**config.mk**
```make
export PLATFORM = sky130hd
export DESIGN_NAME = frsq_fadd
export DESIGN_NICKNAME = d
export VERILOG_FILES = /design/src/assert_macros.svh /design/src/frsq_pkg.sv /design/src/frsq_fadd.sv
export SDC_FILE = /design/constraint.sdc
export NUM_CORES = 1
export LEC_CHECK = 0
export BUFFER_PORTS_ARGS = -buffer_cell sky130_fd_sc_hd__buf_2
export CORE_UTILIZATION = 43
export CTS_BUF_LIST = sky130_fd_sc_hd__clkbuf_16
export DETAILED_ROUTE_END_ITERATION = 6
export HOLD_SLACK_MARGIN = 0.05
export SETUP_SLACK_MARGIN = 0.05
export SLEW_MARGIN = 20
export SYNTH_ARGS = -nofsm -noshare
export SYNTH_HDL_FRONTEND = slang
export SYNTH_SLANG_ARGS = --single-unit
```
**constraint.sdc**
```tcl
create_clock -name clk -period 7.69 [get_ports clk]
set_input_delay 1.538 -clock clk [delete_from_list [all_inputs] [get_ports clk]]
set_output_delay 1.538 -clock clk [all_outputs]
set_load 0.01 [all_outputs]
```
**src/assert_macros.svh**
```systemverilog
// ----------------------------------------------------------------------------
// assertion macros
// shared concurrent assertion forms for the rtl
// ----------------------------------------------------------------------------
`ifndef ASSERT_MACROS_SVH
`define ASSERT_MACROS_SVH

// antecedent implies consequent in the same cycle
`define ASSERT_IMPLIES(lbl, ck, rs, ante, cons) \
  lbl: assert property (@(posedge ck) disable iff (rs) (ante) |-> (cons)) \
    else $error("assertion failed");

// expression never true
`define ASSERT_NEVER(lbl, ck, rs, expr) \
  lbl: assert property (@(posedge ck) disable iff (rs) !(expr)) \
    else $error("assertion failed");

`endif

```
**src/frsq_pkg.sv**
```systemverilog
// ----------------------------------------------------------------------------
// frsq_pkg
// constants and helpers for the reciprocal square root pipeline
// ----------------------------------------------------------------------------
package frsq_pkg;

  localparam int unsigned WordW = 32;
  localparam int unsigned Latency = 16;

  localparam logic [31:0] GuessBase = 32'h5F3759DF;
  localparam logic [31:0] HalfBits = 32'h3F000000;
  localparam logic [31:0] OneHalfBits = 32'h3FC00000;
  localparam logic [31:0] CanonNan = 32'h7FC00000;
  localparam logic [31:0] PosInf = 32'h7F800000;

  function automatic logic [31:0] round_pack(input logic sgn, input logic [9:0] ebase,
                                             input logic [23:0] m, input logic g,
                                             input logic st);
    logic inc;
    logic [24:0] mr;
    logic [33:0] r;
    logic [31:0] o;
    inc = g & (st | m[0]);
    mr = {1'b0, m} + {24'b0, inc};
    r = {1'b0, ebase, 23'b0} + {9'b0, mr};
    if (r >= 34'h07F800000) begin
      o = {sgn, PosInf[30:0]};
    end else begin
      o = {sgn, r[30:0]};
    end
    return o;
  endfunction

  function automatic logic [5:0] lzc48(input logic [47:0] v);
    logic [5:0] n;
    logic found;
    n = 6'd48;
    found = 1'b0;
    for (int i = 0; i < 48; i++) begin
      if (!found && v[47 - i]) begin
        n = 6'(i);
        found = 1'b1;
      end
    end
    return n;
  endfunction

  function automatic logic [4:0] lzc28(input logic [27:0] v);
    logic [4:0] n;
    logic found;
    n = 5'd28;
    found = 1'b0;
    for (int i = 0; i < 28; i++) begin
      if (!found && v[27 - i]) begin
        n = 5'(i);
        found = 1'b1;
      end
    end
    return n;
  endfunction

endpackage

```
**src/frsq_fadd.sv**
```systemverilog
// ----------------------------------------------------------------------------
// frsq_fadd
// three stage binary32 adder, round to nearest even, subnormals kept
// ----------------------------------------------------------------------------
module frsq_fadd #(
  parameter int unsigned AuxW = frsq_pkg::WordW
) (
  input  logic            clk,
  input  logic            rst,
  input  logic            in_valid,
  input  logic [31:0]     a,
  input  logic [31:0]     b,
  input  logic [AuxW-1:0] aux_in,
  output logic            out_valid,
  output logic [31:0]     res,
  output logic [AuxW-1:0] aux_out
);

  logic inf_a, inf_b, nan_c, swap;
  logic [31:0] lg, sm;
  logic [7:0] el, es, d;
  logic [4:0] shd;
  logic [26:0] msx, aligned;
  logic lost;

  always_comb begin
    inf_a = (a[30:23] == 8'hFF) && (a[22:0] == 23'b0);
    inf_b = (b[30:23] == 8'hFF) && (b[22:0] == 23'b0);
    nan_c = ((a[30:23] == 8'hFF) && (a[22:0] != 23'b0))
            || ((b[30:23] == 8'hFF) && (b[22:0] != 23'b0))
            || (inf_a && inf_b && (a[31] != b[31]));
    swap = b[30:0] > a[30:0];
    lg = swap ? b : a;
    sm = swap ? a : b;
    el = (lg[30:23] == 8'h00) ? 8'd1 : lg[30:23];
    es = (sm[30:23] == 8'h00) ? 8'd1 : sm[30:23];
    d = el - es;
    shd = (d > 8'd27) ? 5'd27 : d[4:0];
    msx = {sm[30:23] != 8'h00, sm[22:0], 3'b0};
    aligned = msx >> shd;
    lost = (msx & ~({27{1'b1}} << shd)) != 27'b0;
  end

  // stage 1: align
  logic v1, sub1, sl1, zsgn1, nan1, inf1, isgn1;
  logic [26:0] ml1, ms1;
  logic [7:0] el1;
  logic [AuxW-1:0] aux1;

  always_ff @(posedge clk) begin
    if (rst) begin
      v1 <= 1'b0;
    end else begin
      v1 <= in_valid;
    end
    ml1 <= {lg[30:23] != 8'h00, lg[22:0], 3'b0};
    ms1 <= {aligned[26:1], aligned[0] | lost};
    el1 <= el;
    sub1 <= a[31] != b[31];
    sl1 <= lg[31];
    zsgn1 <= a[31] & b[31];
    nan1 <= nan_c;
    inf1 <= inf_a | inf_b;
    isgn1 <= inf_a ? a[31] : b[31];
    aux1 <= aux_in;
  end

  // stage 2: add and normalize
  logic [27:0] s, n;
  logic [4:0] lz, shl;

  always_comb begin
    s = sub1 ? ({1'b0, ml1} - {1'b0, ms1}) : ({1'b0, ml1} + {1'b0, ms1});
    lz = frsq_pkg::lzc28(s);
    shl = ({3'b0, lz} <= el1) ? lz : el1[4:0];
    n = s << shl;
  end

  logic v2, sgn2, nan2, inf2, isgn2, zero2, g2, st2;
  logic [23:0] m2;
  logic [9:0] ebase2;
  logic [AuxW-1:0] aux2;

  always_ff @(posedge clk) begin
    if (rst) begin
      v2 <= 1'b0;
    end else begin
      v2 <= v1;
    end
    m2 <= n[27:4];
    g2 <= n[3];
    st2 <= n[2:0] != 3'b0;
    ebase2 <= {2'b0, el1} - {5'b0, shl};
    zero2 <= s == 28'b0;
    sgn2 <= (s == 28'b0) ? zsgn1 : sl1;
    nan2 <= nan1;
    inf2 <= inf1;
    isgn2 <= isgn1;
    aux2 <= aux1;
  end

  // stage 3: round and pack
  logic [31:0] res_c;

  always_comb begin
    if (nan2) begin
      res_c = frsq_pkg::CanonNan;
    end else if (inf2) begin
      res_c = {isgn2, frsq_pkg::PosInf[30:0]};
    end else if (zero2) begin
      res_c = {sgn2, 31'b0};
    end else begin
      res_c = frsq_pkg::round_pack(sgn2, ebase2, m2, g2, st2);
    end
  end

  always_ff @(posedge clk) begin
    if (rst) begin
      out_valid <= 1'b0;
    end else begin
      out_valid <= v2;
    end
    res <= res_c;
    aux_out <= aux2;
  end

endmodule

```
==> metrics.cfg <==
[die]
num_rows=68
core_um2=34800
die_w_um=191
io-pin-count=164
initial_utilization_pct=44.0
die_y_um=191
die_area_um2=36400

[placed_design]
placed_cell_area_um2=17700
dp.cells=2574
gp_congestion=0.981
io_buffers=163
place_hpwl_mm=39.9

[critical_path]
arrival_ps=7660
path_class=in2reg
crit_path_top_delay_cell=or4b_4
worstSetupStartpointType=input port
critPathMaxStageDelay_ps=500
cp_max_fo=8
cp_data_required_time_ps=8080
crit_path_end_kind=flip-flop

[pwr]
vdd_ir_drop_max_mv=0.266
p_per_area_nw_per_um2=285
p_leak_nw=8.57

[synthesis]
synth_enable_flop_cells=0
synthArstFlopShare_pct=0
seq_area_frac_synth_pct=30.9
syn_inst=1863
ys_types=99
syn-cell-area_um2=15300
yosys_warnings=0
ys_ff_latch=236
synth_ff_type=dfxtp_1
avgSynthCellArea_um2=8.22
synth_nets=2064

[layout]
stdcell_area_um2=18800
layout-drive-gt1-share_pct=22.6
instances_no_fill=2623
fillerInstances=3306
fin_util_pct=54.1
fin_nets=2354
syn2layout_area_growth_pct=23.0
insertedDiodeCount=0

[detailed_routing]
drcViolationCount=0
ant_nets=0
viasPerCell=5.68
drt-pass1-iter-count=5
routedWlPerCell_um=18.8
drtIter0Drc=997
num_vias=14900
finalWirelength_mm=49.4

[clock_tree]
cts_root_buf=clkbuf_16
cts_buffers=24
cts_buffer_depth=3
cts.sinks=236
cts_hold_buf=0
insertion_delay_ps=520
path_clk_slew_ps=60
h-tree-depth=1
tritoncts=built

[timing]
clock.fmax_ghz=0.138
rsz0062_at_grt=false
min_period_ps=7270
slew_violations=0
max_slew_margin_pct=31.3
setup_violations=0
finalClockSkew_ps=4.90
worstMarginPinSlew_ps=1030
fin_tns_setup_ps=0
finalHoldViolations=0
fin_crit_sh_pct=94.6

[global_routing]
track_usage_pct=26.6
grt_pass1_vias=14200
antenna_found_initial=0
grt_pass1_wl_mm=76.8
grt_overflow=0
grt_start_max_net_pins=107

[flow_run]
drv_cap=0

[outcome]
status=finished clean

[min_path]
min_path_type=reg2reg

-- routing by layer --
metal  wire (um)  track usage [%]
met4        2320             13.0
met5           0                0
met1       21700             33.4
met3        2170             2.26
met2       23200             45.5
-- kinds of logic after synthesis --
logic type | synth area share, %
xor+xnor | 3.38
mux | 10.9
flops | 30.9
fa+ha+maj | 8.49
compound gates | 21.7
buf+inv | 5.13
simple gates | 19.5
-- flip-flops by register name (all words and copies together) (netlist names), 8 cells and up --
signal	flops
res	32
el1	8
aux_out	32
ms1	27
aux1	32
ml1	24
m2	24
aux2	32
ebase2	9
-- cells in the final DEF (no fill, tap or decap), drive strengths merged, types with 31 or more instances in the layout --
| cell type | netlist | routed |
|---|---|---|
| nand3 | 38 | 38 |
| nor2 | 187 | 188 |
| nand2 | 167 | 167 |
| nor3 | 40 | 40 |
| mux2 | 31 | 31 |
| ha | 99 | 99 |
| inv | 107 | 111 |
| a21oi | 128 | 128 |
| o21ai | 107 | 107 |
| mux2i | 126 | 126 |
| nand4 | 32 | 32 |
| buf | 26 | 352 |
| xnor2 | 37 | 37 |
| dfxtp | 236 | 236 |
-- worst paths after layout --
path / slack (ps) / start / end / depth (start not counted)
worst max-delay path: 420 / a[12] / ms1[0]$_DFF_P_ / 29
worst min-delay path: 320 / aux2[7]$_DFF_P_ / aux_out[7]$_DFF_P_ / 0
worst max register to register: 440 / ms1[0]$_DFF_P_ / ebase2[7]$_DFF_P_ / 32
worst min register to register: 320 / aux2[7]$_DFF_P_ / aux_out[7]$_DFF_P_ / 0
-- stage by stage --
step | power [W] | hold slack (ps) | setup slack (ps)
CTS | 0.00532 | 325 | 60.9
floorplan | 0.00320 | 310 | 68.3
finish | 0.00536 | 323 | 417
global placement | 0.00407 | 310 | -244
detailed placement | 0.00409 | 312 | -477
global route | 0.00571 | 328 | 53.2
-- power by group --
group / total (W) / switching, W / internal, W
Combinational: 0.00252 / 0.00146 / 0.00106
Sequential: 0.00162 / 0.000150 / 0.00147
Clock: 0.00122 / 0.000463 / 0.000757
Total: 0.00536 / 0.00207 / 0.00329
-- worst max-delay path, delay by kind of cell --
kind,cells,cell delay [ps]
buffers and inverters,4,500
adders and majority gates,3,710
AOI/OAI and AO/OA,14,3330
and+or+nand+nor,8,1550
-- cells in the mapped netlist (6+ instances only) --
cell	n	area [um^2]
nand2_1	167	627
o21ai_0	105	526
xnor2_1	37	324
nand4_1	31	194
a31oi_1	20	125
buf_1	9	33.8
nand2b_1	17	106
a211oi_1	21	158
o211ai_1	25	188
nor3b_1	7	52.6
or2_2	8	50.1
or3_1	14	87.6
o221ai_1	12	105
nand3_1	38	190
clkbuf_1	63	236
or4_1	8	60.1
buf_2	12	60.1
o31ai_1	16	120
nor4_1	19	119
inv_1	106	398
and3_1	18	113
dfxtp_1	236	4720
ha_1	99	1240
nor3_1	40	200
and2_1	11	68.8
mux2i_1	126	1260
o21a_1	16	120
a221oi_1	6	52.6
o211a_1	8	80.1
a21o_1	16	120
a211o_1	7	61.3
mux2_2	29	327
nor2b_1	26	163
a21oi_1	126	631
nor2_1	186	698
a21boi_0	8	60.1
a22oi_1	8	60.1
o22ai_1	11	68.8
o311ai_0	7	61.3
xor2_1	22	193
-- layout make-up --
cell class              count  area (um^2)  share of cell area [%]
clock buffers              25          626                    3.32
clock inverters            16          213                    1.13
inverters                 107          402                    2.13
multi-input cells        1432        10000                    53.2
flip-flops and latches    236         4720                    25.1
well taps                 455          569                    3.02
repair buffers            352         2280                    12.1
-- timing repair --
item	in CTS	in global routing
cloned	0	1
setup endpoints to repair	1	37
setup buffers	0	7
resized for setup	0	50
pin swaps	1	12
Note: power is estimated with default switching activity, not from simulation.
