$ cat src/assert_macros.svh
// ----------------------------------------------------------------------------
// assertion macros
// shared concurrent assertion forms for the rtl
// ----------------------------------------------------------------------------
`ifndef ASSERT_MACROS_SVH
`define ASSERT_MACROS_SVH

// antecedent implies consequent in the same cycle
`define ASSERT_IMPLIES(lbl, ck, rs, ante, cons) \
  lbl: assert property (@(posedge ck) disable iff (rs) (ante) |-> (cons)) \
    else $error("assertion failed");

// expression never true
`define ASSERT_NEVER(lbl, ck, rs, expr) \
  lbl: assert property (@(posedge ck) disable iff (rs) !(expr)) \
    else $error("assertion failed");

`endif

$ cat src/frsq_pkg.sv
// ----------------------------------------------------------------------------
// frsq_pkg
// constants and helpers for the reciprocal square root pipeline
// ----------------------------------------------------------------------------
package frsq_pkg;

  localparam int unsigned WordW = 32;
  localparam int unsigned Latency = 16;

  localparam logic [31:0] GuessBase = 32'h5F3759DF;
  localparam logic [31:0] HalfBits = 32'h3F000000;
  localparam logic [31:0] OneHalfBits = 32'h3FC00000;
  localparam logic [31:0] CanonNan = 32'h7FC00000;
  localparam logic [31:0] PosInf = 32'h7F800000;

  function automatic logic [31:0] round_pack(input logic sgn, input logic [9:0] ebase,
                                             input logic [23:0] m, input logic g,
                                             input logic st);
    logic inc;
    logic [24:0] mr;
    logic [33:0] r;
    logic [31:0] o;
    inc = g & (st | m[0]);
    mr = {1'b0, m} + {24'b0, inc};
    r = {1'b0, ebase, 23'b0} + {9'b0, mr};
    if (r >= 34'h07F800000) begin
      o = {sgn, PosInf[30:0]};
    end else begin
      o = {sgn, r[30:0]};
    end
    return o;
  endfunction

  function automatic logic [5:0] lzc48(input logic [47:0] v);
    logic [5:0] n;
    logic found;
    n = 6'd48;
    found = 1'b0;
    for (int i = 0; i < 48; i++) begin
      if (!found && v[47 - i]) begin
        n = 6'(i);
        found = 1'b1;
      end
    end
    return n;
  endfunction

  function automatic logic [4:0] lzc28(input logic [27:0] v);
    logic [4:0] n;
    logic found;
    n = 5'd28;
    found = 1'b0;
    for (int i = 0; i < 28; i++) begin
      if (!found && v[27 - i]) begin
        n = 5'(i);
        found = 1'b1;
      end
    end
    return n;
  endfunction

endpackage

$ cat src/frsq_fmul.sv
// ----------------------------------------------------------------------------
// frsq_fmul
// three stage binary32 multiplier, round to nearest even, subnormals kept
// ----------------------------------------------------------------------------
module frsq_fmul #(
  parameter int unsigned AuxW = frsq_pkg::WordW
) (
  input  logic            clk,
  input  logic            rst,
  input  logic            in_valid,
  input  logic [31:0]     a,
  input  logic [31:0]     b,
  input  logic [AuxW-1:0] aux_in,
  output logic            out_valid,
  output logic [31:0]     res,
  output logic [AuxW-1:0] aux_out
);

  logic [7:0] ea, eb;
  logic inf_a, inf_b, zero_a, zero_b, nan_c;
  logic [23:0] ma, mb;
  logic [9:0] esum_c;

  assign ea = a[30:23];
  assign eb = b[30:23];
  assign inf_a = (ea == 8'hFF) && (a[22:0] == 23'b0);
  assign inf_b = (eb == 8'hFF) && (b[22:0] == 23'b0);
  assign zero_a = (ea == 8'h00) && (a[22:0] == 23'b0);
  assign zero_b = (eb == 8'h00) && (b[22:0] == 23'b0);
  assign nan_c = ((ea == 8'hFF) && (a[22:0] != 23'b0)) || ((eb == 8'hFF) && (b[22:0] != 23'b0))
                 || (inf_a && zero_b) || (inf_b && zero_a);
  assign ma = {ea != 8'h00, a[22:0]};
  assign mb = {eb != 8'h00, b[22:0]};
  assign esum_c = {2'b0, (ea == 8'h00) ? 8'd1 : ea} + {2'b0, (eb == 8'h00) ? 8'd1 : eb};

  // stage 1: product
  logic v1, sgn1, nan1, inf1;
  logic [47:0] p1;
  logic [9:0] esum1;
  logic [AuxW-1:0] aux1;

  always_ff @(posedge clk) begin
    if (rst) begin
      v1 <= 1'b0;
    end else begin
      v1 <= in_valid;
    end
    p1 <= ma * mb;
    esum1 <= esum_c;
    sgn1 <= a[31] ^ b[31];
    nan1 <= nan_c;
    inf1 <= inf_a | inf_b;
    aux1 <= aux_in;
  end

  // stage 2: normalize
  logic [5:0] lz, sh;
  logic [47:0] pn, shifted;
  logic signed [10:0] e2;
  logic [9:0] ebase_c;
  logic lost;

  always_comb begin
    lz = frsq_pkg::lzc48(p1);
    pn = p1 << lz;
    e2 = $signed({1'b0, esum1}) - 11'sd126 - $signed({5'b0, lz});
    if (e2 >= 11'sd1) begin
      ebase_c = e2[9:0] - 10'd1;
      sh = 6'd0;
    end else begin
      ebase_c = 10'd0;
      sh = (e2 < -11'sd47) ? 6'd48 : 6'(11'sd1 - e2);
    end
    shifted = pn >> sh;
    lost = (pn & ~({48{1'b1}} << sh)) != 48'b0;
  end

  logic v2, sgn2, nan2, inf2, zero2, g2, st2;
  logic [23:0] m2;
  logic [9:0] ebase2;
  logic [AuxW-1:0] aux2;

  always_ff @(posedge clk) begin
    if (rst) begin
      v2 <= 1'b0;
    end else begin
      v2 <= v1;
    end
    m2 <= shifted[47:24];
    g2 <= shifted[23];
    st2 <= (shifted[22:0] != 23'b0) | lost;
    ebase2 <= ebase_c;
    sgn2 <= sgn1;
    nan2 <= nan1;
    inf2 <= inf1;
    zero2 <= (p1 == 48'b0);
    aux2 <= aux1;
  end

  // stage 3: round and pack
  logic [31:0] res_c;

  always_comb begin
    if (nan2) begin
      res_c = frsq_pkg::CanonNan;
    end else if (inf2) begin
      res_c = {sgn2, frsq_pkg::PosInf[30:0]};
    end else if (zero2) begin
      res_c = {sgn2, 31'b0};
    end else begin
      res_c = frsq_pkg::round_pack(sgn2, ebase2, m2, g2, st2);
    end
  end

  always_ff @(posedge clk) begin
    if (rst) begin
      out_valid <= 1'b0;
    end else begin
      out_valid <= v2;
    end
    res <= res_c;
    aux_out <= aux2;
  end

endmodule

$ cat config.mk
export PLATFORM = sky130hd
export DESIGN_NAME = frsq_fmul
export DESIGN_NICKNAME = d
export VERILOG_FILES = /design/src/assert_macros.svh /design/src/frsq_pkg.sv /design/src/frsq_fmul.sv
export SDC_FILE = /design/constraint.sdc
export NUM_CORES = 2
export LEC_CHECK = 0
export BUFFER_PORTS_ARGS = -buffer_cell sky130_fd_sc_hd__buf_2
export CORE_ASPECT_RATIO = 0.75
export CORE_UTILIZATION = 58
export DETAILED_ROUTE_END_ITERATION = 12
export PLACE_DENSITY_LB_ADDON = 0.1
export SLEW_MARGIN = 20
export SYNTH_ARGS = -nofsm -noshare
export SYNTH_HDL_FRONTEND = slang
export SYNTH_SLANG_ARGS = --single-unit
$ cat constraint.sdc
create_clock -name clk -period 8.7 [get_ports clk]
set_input_delay 0.87 -clock clk [delete_from_list [all_inputs] [get_ports clk]]
set_output_delay 0.87 -clock clk [all_outputs]
set_load 0.05 [all_outputs]
==> results.tsv <==
stage	metric	value	unit
final_layout	Filler cells	4866	
logic_synthesis	area of the mapped netlist	32800	um^2
clocking	CTS tree	yes	
routing	routed wl met2	42500	um
logic_synthesis	most common cell in the synthesized netlist	nand2_1	
timing	Fmax	0.121	GHz
logic_synthesis	register area share after synthesis	14.1	%
min_path	Worst Hold Path EP	aux_out[23]	
routing	Via-to-Cell Ratio	6.16	
timing	RSZ-0062 raised after global routing	no	
final_layout	diodes inserted	0	
placed_design	IO buf count	163	
logic_synthesis	post-synth top area share	29.6	%
global_routing	first-pass GRT wire length	168000	um
clocking	# Post-CTS Setup Buffers	0	
logic_synthesis	fraction of registers with async set/reset	0	%
min_path	Min-Delay Startpoint	aux2[23]	
final_layout	Layout area overhead	8.20	%
floorplanning	full die area	57500	um^2
worst_setup_path	arrival time worst endpoint	8.72	ns
routing	DRT iter0 DRCs	3837	
timing	relative slew slack	22.8	%
timing	Tcrit/Tclk final	94.7	%
placed_design	DP Wirelength	84000	um
global_routing	GR Overflow Total	0	
floorplanning	die width	276	um
routing	post-route ant nets	0	
clocking	CTS Root Buffer Type	clkbuf_16	
min_path	Hold WC Path Type	register to register	
worst_setup_path	critical path class	register to register	
clocking	CTS H-tree lvls	1	
job	max-cap violation count	0	
run_status	failing checks	design-rule violations	
routing	DRT Pass-1 Iters	12	
clocking	CTS resizes	0	
logic_synthesis	post-synth top area cell	fa_1	
floorplanning	Starting Density	58.7	%
global_routing	number of global-route vias before repair	29000	
routing	WL/cell	22.1	um
clocking	clk sinks	231	
timing	Worst-Margin Slew	1.15	ns
worst_setup_path	R2R depth	27	
logic_synthesis	syn_area_per_cell	8.33	um^2
logic_synthesis	synth top area cells	fa_1, dfxtp_1, ha_1	
placed_design	Final GP Congestion	1.06	
logic_synthesis	Synth cell types	112	
worst_setup_path	Worst path slowest cell	a222oi_1	
logic_synthesis	Main synth FF type	dfxtp_1	
final_layout	Post-Route Utilization	63.5	%
routing	residual DRC count	4	
logic_synthesis	Yosys Warn Count	0	
logic_synthesis	synthesized instance count	3935	
global_routing	initial antenna violation count	1	
min_path	worst hold path depth	0	
floorplanning	IO Count	164	
final_layout	multi-input logic area	25100	um^2
final_layout	layout cells sized above 1	11.2	%
worst_setup_path	Worst setup SP type	register	
timing	Final Hold Vio Count	0	
worst_setup_path	R2R Setup Slk	0.46	ns
routing	Vias	29400	
floorplanning	CORE AREA	55800	um^2
routing	DRT Wirelength	105000	um
routing	met3 WL post-DR	14500	um
logic_synthesis	EDFF count, synth	0	
final_layout	Final Net Count	4808	
timing	Fin Clk Skew	0.0267	ns
clocking	Num CTS Buffers	22	
timing	Final Max Slew Viols	0	
clocking	CTS Hold Bufs	0	
global_routing	Global Route Usage Sum	37.4	%
logic_synthesis	Synth top cells by count	nand2_1, inv_1, fa_1	
clocking	Clock Latency Late Sink	0.56	ns
floorplanning	Site Rows	75	
worst_setup_path	Worst Path Max Fanout	25	
routing	top routing layer in use	met5	
worst_setup_path	worst r2r dst	st2	
timing	total negative setup slack	0	ns
floorplanning	Die H	208	um
clocking	Bufs on Longest Clock Path	3	
routing	wire length on met1	46000	um
worst_setup_path	Critical Path Sink Type	register	
timing	crit path time final	8.24	ns
clocking	Worst-path clk slew	0.08	ns
global_routing	largest net degree at the start of global routing	55	
timing	final setup fails	0	
run_status	status	complete, but fails checks	
worst_setup_path	CP required	9.18	ns
logic_synthesis	#FFs+latches synth	231	
logic_synthesis	Net Count, Synth	4713	
final_layout	Storage cell area	4620	um^2
worst_setup_path	max incr delay on CP	0.67	ns
worst_setup_path	reg2reg start	p1[35]	
[cells in the final DEF (no fill, tap or decap), types with 17 or more instances in the layout]
cell and instances:
clkbuf_16 22, and3_1 20, dfxtp_1 231, nor4_1 35, o21ai_1 24, nand4_1 36, a21oi_1 176, mux2i_1 38
o211ai_1 52, a211oi_1 25, xnor2_1 61, ha_1 195, o22ai_1 31, o21a_1 22, a221oi_1 18, inv_1 523
o21ai_0 126, nor3_1 68, nor2_1 230, nand3_1 138, xor2_1 37, nand2_1 547, buf_4 156, buf_2 163
fa_1 484, a22oi_1 17, and2_1 214
[metrics by stage]
step                      hold WS, ns  instances  setup slack (ns)  instance area [um^2]
after floorplan                 0.310       3935             0.287                 32800
after global placement          0.310       4737            0.0452                 34700
after detailed placement        0.312       4737          -0.00779                 34700
after CTS                       0.313       4777             0.582                 35400
after global routing            0.321       4777            0.0959                 35400
final                           0.312       4777             0.464                 35400
[worst max path at each step]
stage / from / end / slack, ns
2_1_floorplan: b[3] / p1[46] / 0.29
3_3_place_gp: b[1] / p1[46] / 0.05
3_5_place_dp: a[30] / p1[46] / -0.008
4_1_cts: a[30] / p1[46] / 0.58
5_1_grt: b[1] / p1[46] / 0.1
6_report: p1[35] / st2 / 0.46
[layer usage]
metal	vias up	GRT usage [%]
met5	-	0
met4	2	7.82
met3	194	12.7
met2	1826	52.9
met1	14200	55.2
li1	13200	-
[flip-flops by register name (all words and copies together), names as in the netlist, 9 cells and up]
name / flops
esum1: 9
p1: 48
res: 32
aux_out: 32
aux2: 32
ebase2: 10
m2: 24
aux1: 32
[worst max-delay path, delay by kind of cell, from the launching register on]
kind,cells,cell delay (ns)
compound gates,7,1.90
fa+ha+maj,3,1.13
buf+inv,6,1.17
flops,1,0.43
mux,4,1.05
simple gates,7,2.46
[layout make-up]
class / count / share of cell area [%]
timing repair buffer: 323 / 5.83
clock buffer: 29 / 1.77
tap: 731 / 2.58
clock inverter: 11 / 0.318
sequential: 231 / 13.0
inverter: 528 / 5.61
multi-input combinational: 2924 / 70.9
[kinds of logic (layout without fill, tap and decap cells)]
family	after synthesis	in the layout	share of synthesized area (%)
adders and majority gates	679	679	37.0
muxes	59	59	2.13
xor gates and xnor gates	98	98	2.62
AOI/OAI and AO/OA	689	689	14.2
buffers and inverters	780	891	9.35
and+or+nand+nor	1399	1399	20.6
DFF	231	231	14.1
Power is left out: the tool's default activity adds up to more than one toggle a clock period on the data nets, which glitch-free logic cannot reach.
